**config.mk**
```make
export PLATFORM = sky130hd
export DESIGN_NAME = circular_deque_top
export DESIGN_NICKNAME = d
export VERILOG_FILES = /design/src/rtl/core/cdq_pkg.sv /design/src/rtl/core/cdq_store.sv /design/src/rtl/core/circular_deque_top.sv
export SDC_FILE = /design/constraint.sdc
export NUM_CORES = 1
export LEC_CHECK = 0
export BUFFER_PORTS_ARGS = -buffer_cell sky130_fd_sc_hd__buf_2
export CAP_MARGIN = 25
export CORE_ASPECT_RATIO = 2
export CORE_MARGIN = 2
export CORE_UTILIZATION = 45
export DETAILED_ROUTE_END_ITERATION = 10
export GPL_TIMING_DRIVEN = 0
export PLACE_DENSITY = 0.65
export SLEW_MARGIN = 20
export SYNTH_ARGS = -nofsm -noshare
export SYNTH_HDL_FRONTEND = slang
export SYNTH_SLANG_ARGS = --single-unit
```
**constraint.sdc**
```tcl
create_clock -name clk -period 6.8 [get_ports clk]
set_clock_uncertainty 0.05 [all_clocks]
set_input_delay 0.34 -clock clk [delete_from_list [all_inputs] [get_ports clk]]
set_output_delay 0.34 -clock clk [all_outputs]
set_load 0.05 [all_outputs]
```
**src/rtl/core/cdq_pkg.sv**
```systemverilog
// shared types and constants for the circular deque
package cdq_pkg;

  // item payload width
  localparam int DATA_W    = 32;
  // default number of store entries
  localparam int DEPTH_DEF = 8;

  // requested action codes
  typedef enum logic [1:0] {
    ACT_PUSH_FRONT = 2'd0,
    ACT_PUSH_REAR  = 2'd1,
    ACT_POP_FRONT  = 2'd2,
    ACT_POP_REAR   = 2'd3
  } action_t;

  // result status codes
  typedef enum logic [1:0] {
    ST_DONE      = 2'd0,
    ST_OVERFLOW  = 2'd1,
    ST_UNDERFLOW = 2'd2
  } status_t;

endpackage

```
**src/rtl/core/cdq_store.sv**
```systemverilog
// element store: one write port, one registered read port
module cdq_store
  import cdq_pkg::*;
#(
  parameter int DEPTH = DEPTH_DEF,
  parameter int AW    = (DEPTH > 1) ? $clog2(DEPTH) : 1
) (
  input  logic                     clk,
  input  logic                     wr_en,
  input  logic [AW-1:0]            wr_addr,
  input  logic signed [DATA_W-1:0] wr_data,
  input  logic                     rd_en,
  input  logic [AW-1:0]            rd_addr,
  output logic signed [DATA_W-1:0] rd_data
);

  logic signed [DATA_W-1:0] mem [DEPTH];
  logic signed [DATA_W-1:0] rd_data_r;

  // write port
  always_ff @(posedge clk) begin
    if (wr_en) begin
      mem[wr_addr] <= wr_data;
    end
  end

  // read port, registered: data follows the address in the next cycle
  always_ff @(posedge clk) begin
    if (rd_en) begin
      rd_data_r <= mem[rd_addr];
    end
  end

  assign rd_data = rd_data_r;

endmodule

```
**src/rtl/core/circular_deque_top.sv**
```systemverilog
// circular deque top level: pointer control around the element store
//
//  channel  | ports                                          | handshake
//  ---------+------------------------------------------------+--------------------------
//  input    | in_action, in_push_value                       | start high, busy low
//  result   | out_popped_value, out_status, out_now_empty,   | out_valid, one cycle,
//           | out_now_full                                   | no back-pressure
//
// for each item, the accept edge updates the pointers and issues the store
// write or read, and the result strobes on the next cycle once the store read
// data is back. busy is high during that result cycle, so no new item is taken
// while a result strobes. reset clears the pointers and marks the deque empty;
// the store needs no clearing. the receiver cannot stall the result.
module circular_deque_top
  import cdq_pkg::*;
#(
  parameter int DEPTH = DEPTH_DEF
) (
  input  logic                     clk,
  input  logic                     rst_n,
  input  logic                     start,
  output logic                     busy,
  input  logic [1:0]               in_action,
  input  logic signed [DATA_W-1:0] in_push_value,
  output logic                     out_valid,
  output logic signed [DATA_W-1:0] out_popped_value,
  output logic [1:0]               out_status,
  output logic                     out_now_empty,
  output logic                     out_now_full
);

  localparam int AW = (DEPTH > 1) ? $clog2(DEPTH) : 1;
  localparam logic [AW-1:0] LAST = AW'(DEPTH - 1);

  logic [AW-1:0] front_r, front_nxt;
  logic [AW-1:0] rear_r, rear_nxt;
  logic          empty_r, empty_nxt;
  logic          pend_r;
  logic          pop_ok_r, pop_ok_nxt;
  status_t       status_r, status_nxt;
  logic          full_r, full_nxt;

  logic          accept;
  logic          full_now;
  logic          wr_en;
  logic [AW-1:0] wr_addr;
  logic          rd_en;
  logic [AW-1:0] rd_addr;
  logic signed [DATA_W-1:0] rd_data;
  action_t       act;

  // wrapping pointer steps
  function automatic logic [AW-1:0] step_up(input logic [AW-1:0] p);
    return (p >= LAST) ? '0 : p + AW'(1);
  endfunction

  function automatic logic [AW-1:0] step_down(input logic [AW-1:0] p);
    return (p == '0 || p > LAST) ? LAST : p - AW'(1);
  endfunction

  assign accept   = start && !busy;
  assign busy     = pend_r;
  assign act      = action_t'(in_action);
  assign full_now = !empty_r && (front_r == step_up(rear_r));

  // action decode: pointer update, store access, result fields
  always_comb begin
    front_nxt  = front_r;
    rear_nxt   = rear_r;
    empty_nxt  = empty_r;
    status_nxt = ST_DONE;
    pop_ok_nxt = 1'b0;
    wr_en      = 1'b0;
    wr_addr    = '0;
    rd_en      = 1'b0;
    rd_addr    = front_r;
    unique case (act)
      ACT_PUSH_FRONT, ACT_PUSH_REAR: begin
        if (full_now) begin
          status_nxt = ST_OVERFLOW;
        end else if (empty_r) begin
          front_nxt = '0;
          rear_nxt  = '0;
          empty_nxt = 1'b0;
          wr_en     = accept;
          wr_addr   = '0;
        end else if (act == ACT_PUSH_FRONT) begin
          front_nxt = step_down(front_r);
          wr_en     = accept;
          wr_addr   = front_nxt;
        end else begin
          rear_nxt = step_up(rear_r);
          wr_en    = accept;
          wr_addr  = rear_nxt;
        end
      end
      ACT_POP_FRONT, ACT_POP_REAR: begin
        if (empty_r) begin
          status_nxt = ST_UNDERFLOW;
        end else begin
          pop_ok_nxt = 1'b1;
          rd_en      = accept;
          rd_addr    = (act == ACT_POP_FRONT) ? front_r : rear_r;
          if (front_r == rear_r) begin
            front_nxt = '0;
            rear_nxt  = '0;
            empty_nxt = 1'b1;
          end else if (act == ACT_POP_FRONT) begin
            front_nxt = step_up(front_r);
          end else begin
            rear_nxt = step_down(rear_r);
          end
        end
      end
      default: begin
        status_nxt = ST_DONE;
      end
    endcase
    full_nxt = !empty_nxt && (front_nxt == step_up(rear_nxt));
  end

  // pointer and flag registers
  always_ff @(posedge clk) begin
    if (!rst_n) begin
      front_r <= '0;
      rear_r  <= '0;
      empty_r <= 1'b1;
      pend_r  <= 1'b0;
    end else begin
      pend_r <= accept;
      if (accept) begin
        front_r <= front_nxt;
        rear_r  <= rear_nxt;
        empty_r <= empty_nxt;
      end
    end
  end

  // result fields held for the strobe cycle
  always_ff @(posedge clk) begin
    if (accept) begin
      status_r <= status_nxt;
      pop_ok_r <= pop_ok_nxt;
      full_r   <= full_nxt;
    end
  end

  cdq_store #(
    .DEPTH (DEPTH),
    .AW    (AW)
  ) u_store (
    .clk     (clk),
    .wr_en   (wr_en),
    .wr_addr (wr_addr),
    .wr_data (in_push_value),
    .rd_en   (rd_en),
    .rd_addr (rd_addr),
    .rd_data (rd_data)
  );

  // result outputs
  assign out_valid        = pend_r;
  assign out_popped_value = pop_ok_r ? rd_data : '0;
  assign out_status       = status_r;
  assign out_now_empty    = empty_r;
  assign out_now_full     = full_r;

endmodule

```
==> results.cfg, run 1 <==
[critical_path]
start_kind = flip-flop
critPathKind = flip-flop to flip-flop
worstSetupEndpointType = flip-flop
worstPathMaxFanout = 8
critPathArrivalTime_ns = 4.10
cp.required_ns = 7.00

[drt]
drc = 0
antenna_left = 0
first_iter_violations = 477
drt-total-wl_mm = 24.5
routed_via_density = 5.53
drt_pass1_iterations = 5
num_vias = 6289
drt-wirelength-per-cell_um = 21.6

[clock_tree]
h-tree-depth = 1
clock-sinks = 300
cts_made_buffers = 26
clk_path_buf_depth = 3
cts_root_buffer = clkbuf_16
clkSlewWorstSetupHoldPaths_ns = 0.06
tritoncts = yes
insertion_delay_ns = 0.54

[sta]
setup_viol = 0
drv_slew = 0
rsz0062_at_grt = false
fin_crit_sh_pct = 57.3
fin_tns_setup_ns = 0
worst_slew_pin_slew_ns = 0.824
fmax_mhz = 257
fin_crit_ns = 3.89
slew_headroom_pct = 45.1
hold-worst-slack_ns = 0.0238
finalHoldViolCount = 0
setup_ws_ns = 2.91

[synth]
synth_edf_count = 292
synth-compound-area-share_pct = 3.18
synth.mux.area_fraction_pct = 14.9
ys_types = 54
yosys_warnings = 0
yosysMostFrequentCell = edfxtp_1
synthFlopType = edfxtp_1
netlist_instances = 623
synth_area_leader_cell = edfxtp_1
ys_seq_elements = 300
syn-num-nets = 670
synth_commonest_cells = edfxtp_1, mux4_2, and2_1
yosys.area_share.adder_pct = 1.03
synth_top_family_by_area = multiplexers
syn-mean-instance-area_um2 = 19.5
yosysSeqAreaShare_pct = 73.6
synth_xor_area_share_pct = 0.505
synth_area_leaders = edfxtp_1, mux4_2, mux2_2
synth_simple_gate_area_share_pct = 5.32
synth.top_cell.area_share_pct = 72.3
syn-cell-area_um2 = 12100
synthArstFlopShare_pct = 0

[power_and_ir_drop]
netSwitchingPower_uw = 815
seq_power_share_pct = 54.6
intPower_mw = 2.96
ir_drop_mv = 0.227
clock_power_share_pct = 37.5
power.density_nw_per_um2 = 264
p_leak_nw = 4.91
power.total_mw = 3.78
p_sw_share_pct = 21.6
combPwrFrac_pct = 7.9

[placed_design]
dpl_cell_area_um2 = 13300
port_buffers = 73
hpwl_mm = 16.0
dp_slack_ns = 2.97
gp_congestion = 0.862

[die]
die-area_um2 = 28400
initial_utilization_pct = 45.4
rows = 85
fp.dieH_um = 236
die_width_um = 120
core_region_area_um2 = 26700
io-pin-count = 75

[grt]
antenna_found_initial = 0
grt_usage_pct = 17.9
grt_max_degree = 21
grt_first_pass_wirelength_mm = 38.4
grt_overflow = 0
grt_pass1_vias = 6655

[hold_path]
hp-class = input pin to flip-flop

[layout]
fin_nets = 816
num_antenna_cells = 0
post-route-cell-area_um2 = 14300
drive_gt1_share_pct = 33.3
syn2layout_area_growth_pct = 17.8
nFillCells = 2079

[flow_run]
timing.max_cap.violations = 0

[outcome]
status = finished clean
timing repair:
| item | CTS | global route |
|---|---|---|
| buffers inserted | 0 | 0 |
| endpoints found under the hold margin | 149 | 0 |
| resized for setup | 0 | 0 |
| hold buffers | 20 | 0 |
worst max-delay path: stages (launching register included):
cell and delay, ns:
dfxtp_1 0.47, inv_1 0.21, ha_1 0.42, xor2_1 0.31
a211oi_4 0.10, a31oi_1 0.34, nand4_1 0.41, nor3_2 0.80
buf_4 0.32, buf_6 0.17
cells by family after synthesis:
family | count (synthesis)
multiplexers | 96
XOR/XNOR | 7
adder cells (fa/ha/maj) | 10
flip-flops | 300
buffers and inverters | 42
AO/OA/AOI/OAI | 48
AND/OR/NAND/NOR | 120
state kept, by name (all words and copies together) (netlist names):
name / cells
out_now_empty: 1
busy: 1
out_status: 2
u_store.rd_data: 32
rear_r: 3
pop_ok_r: 1
u_store.mem: 256
front_r: 3
out_now_full: 1
power by group through the flow:
stage                     logic (mW)  registers (mW)  clock network [mW]
after floorplan                0.191            2.11                   0
after global placement         0.277            2.10                   0
after detailed placement       0.290            2.10                   0
after CTS                      0.301            2.06                1.45
after global routing           0.322            2.06                1.52
final                          0.297            2.06                1.42
worst paths after layout:
path / startpoint / end / slack (ns) / depth (start not counted)
setup reg to reg: rear_r[1]$_SDFFE_PN0P_ / u_store.mem[7][15]$_DFFE_PP_ / 2.91 / 9
hold / removal: rst_n / out_now_empty$_SDFFE_PN1P_ / 0.02 / 2
hold reg to reg: rear_r[0]$_SDFFE_PN0P_ / rear_r[0]$_SDFFE_PN0P_ / 0.57 / 3
setup / recovery: rear_r[1]$_SDFFE_PN0P_ / u_store.mem[7][15]$_DFFE_PP_ / 2.91 / 9
routing by layer:
metal	GRT usage [%]	share of wire (%)
met1	23.2	41
met2	31.0	52
met3	2.61	5.6
met4	5.42	1.6
met5	0	0
stage by stage:
stage / util [%] / cells
2_1_floorplan: - / 623
3_5_place_dp: 49.7 / 1069
4_1_cts: 53.5 / 1137
3_3_place_gp: 48.4 / 1044
5_1_grt: 53.5 / 1137
6_report: 53.5 / 1137
layout make-up:
class                           count  area [um^2]  area share [%]
Clock buffer                       31          669            4.68
Buffer                             32          146            1.02
Multi-Input combinational cell    281         3080            21.5
Sequential cell                   300         8930            62.5
Tap cell                          348          435            3.05
Inverter                           10         37.5           0.263
Clock inverter                     17          150            1.05
Timing Repair Buffer              118          850            5.94
layout by cell type (no fill, tap or decap), types with 18 or more instances in the layout:
cell	n
clkbuf_16	26
edfxtp_1	292
nor2_1	19
mux2_2	32
buf_2	85
mux4_2	64
clkbuf_1	22
and2_1	36
dlygate4sd3_1	20
buf_4	18
Note: power is estimated with default switching activity, not from simulation.
==> run 2, diff against run 1 <==
==> constraint.sdc (replaced) <==
create_clock -name clk -period 3.91 [get_ports clk]
set_clock_uncertainty 0.05 [all_clocks]
set_input_delay 0.1955 -clock clk [delete_from_list [all_inputs] [get_ports clk]]
set_output_delay 0.1955 -clock clk [all_outputs]
set_load 0.05 [all_outputs]
==> results.cfg, run 2 (synthesis results as in run 1) <==
[drt]
routed_via_density = 5.54
num_vias = 6411
drt-wirelength-per-cell_um = 21.7
drt-total-wl_mm = 25.1
drc = 0
drt_pass1_iterations = 5
first_iter_violations = 576
antenna_left = 0

[hold_path]
hp-class = input pin to flip-flop
whs_path_depth = 3

[die]
die-area_um2 = 28400
die_width_um = 120
fp.dieH_um = 236
core_region_area_um2 = 26700
initial_utilization_pct = 45.4
io-pin-count = 75
rows = 85

[clock_tree]
cts_made_buffers = 26
insertion_delay_ns = 0.54
clock-sinks = 300
h-tree-depth = 1
clk_path_buf_depth = 3
tritoncts = yes
clkSlewWorstSetupHoldPaths_ns = 0.07
cts_root_buffer = clkbuf_16

[critical_path]
critPathArrivalTime_ns = 3.84
worstPathMaxFanout = 14
path_delay_family = simple AND/OR/NAND/NOR gates
worstSetupEndpointType = flip-flop
critPathMaxStageDelay_ns = 0.42
cp.buffers_inverters = 2
worstPathCellList = ha_1, ha_1, or3b_4, a211oi_4, nand3_1, nand4_1, o21ai_0, nor2_4, buf_16, buf_16
cp.required_ns = 4.10
worst-path-stages = 10
start_kind = flip-flop
critPathKind = flip-flop to flip-flop
r2r_cells = 10
crit_path_top_delay_cell = or3b_4
rrSetupSlack_ns = 0.25

[layout]
layout.cells.most_common = edfxtp_1
drive_gt1_share_pct = 33.5
largest_reg_flops = 256
num_antenna_cells = 0
syn2layout_area_growth_pct = 20.3
final_cell_mix = edfxtp_1, buf_2, mux4_2
fin_nets = 836
top_register = u_store.mem

[grt]
grt_overflow = 0
grt_max_degree = 18
grt_usage_pct = 18.0
grt_pass1_vias = 6716
grt_first_pass_wirelength_mm = 38.8
antenna_found_initial = 0

[sta]
setup_viol = 0
setup_ws_ns = 0.255
rsz0062_at_grt = false
slew_headroom_pct = 45.5
fin_crit_sh_pct = 93.5
finalHoldViolCount = 0
worst_slew_pin_slew_ns = 0.818
fin_crit_ns = 3.66
fin_tns_setup_ns = 0
drv_slew = 0
fmax_mhz = 274
hold-worst-slack_ns = 0.210

[power_and_ir_drop]
seq_power_share_pct = 54.4
p_leak_nw = 5.06
ir_drop_mv = 0.461
clock_power_share_pct = 37.4
p_sw_share_pct = 21.7
intPower_mw = 5.16
combPwrFrac_pct = 8.2
netSwitchingPower_mw = 1.43
power.density_nw_per_um2 = 452

[outcome]
status = finished clean

[flow_run]
timing.max_cap.violations = 0

[placed_design]
hpwl_mm = 16.9
dp_slack_ns = -0.0390
port_buffers = 73
gp_congestion = 0.907
[run 2: power groups by stage]
stage               Clock (mW)  Sequential, mW  Combinational [mW]
floorplan                    0            3.67               0.333
global placement             0            3.66               0.488
detailed placement           0            3.65               0.516
CTS                       2.53            3.58               0.545
global route              2.63            3.58               0.585
finish                    2.47            3.58               0.541
[run 2: path summary, 6_finish.rpt]
kind | start | endpoint
min reg2reg | rear_r[0]$_SDFFE_PN0P_ | rear_r[0]$_SDFFE_PN0P_
min | start | out_now_full$_DFFE_PP_
max reg2reg | rear_r[1]$_SDFFE_PN0P_ | u_store.mem[0][22]$_DFFE_PP_
max | rear_r[1]$_SDFFE_PN0P_ | u_store.mem[0][22]$_DFFE_PP_
[run 2: worst min-delay path: stages]
cell and delay (ns):
buf_2 0.08, nand2b_1 0.07, clkinv_1 0.25
[run 2: stage by stage]
| stage | cell area (um^2) | power, mW | instances | utilization (%) |
|---|---|---|---|---|
| 5_1_grt | 14600 | 6.80 | 1157 | 54.7 |
| 3_5_place_dp | 13400 | 4.17 | 1068 | 50.1 |
| 2_1_floorplan | 12100 | 4.00 | 623 | - |
| 3_3_place_gp | 12900 | 4.14 | 1044 | 48.5 |
| 4_1_cts | 14500 | 6.66 | 1149 | 54.5 |
| 6_report | 14600 | 6.59 | 1157 | 54.7 |
[run 2: area by class of cell]
type / count / area (um^2)
fillers: 2017 / 12100
flip-flops and latches: 300 / 8930
multi-input cells: 281 / 3100
repair buffers: 138 / 1140
clock buffers: 30 / 666
well taps: 348 / 435
clock inverters: 18 / 153
plain buffers: 32 / 146
inverters: 10 / 37.5
[run 2: what timing repair did]
item | CTS | global route
gates resized for setup | 1 | 0
setup buffers | 0 | 8
pin swaps | 0 | 4
hold endpoints to repair | 264 | 0
setup endpoints to repair | 7 | 102
hold buffers | 33 | 0
[run 2: routing by layer]
| layer | wire (um) | share of wire (%) | up-vias | track usage, % |
|---|---|---|---|---|
| met5 | 0 | 0 | - | 0 |
| met4 | 485 | 1.9 | 0 | 4.42 |
| met3 | 1220 | 4.9 | 41 | 2.15 |
| met2 | 12800 | 51 | 236 | 31.0 |
| met1 | 10600 | 42 | 3290 | 24.4 |
| li1 | - | - | 2844 | - |
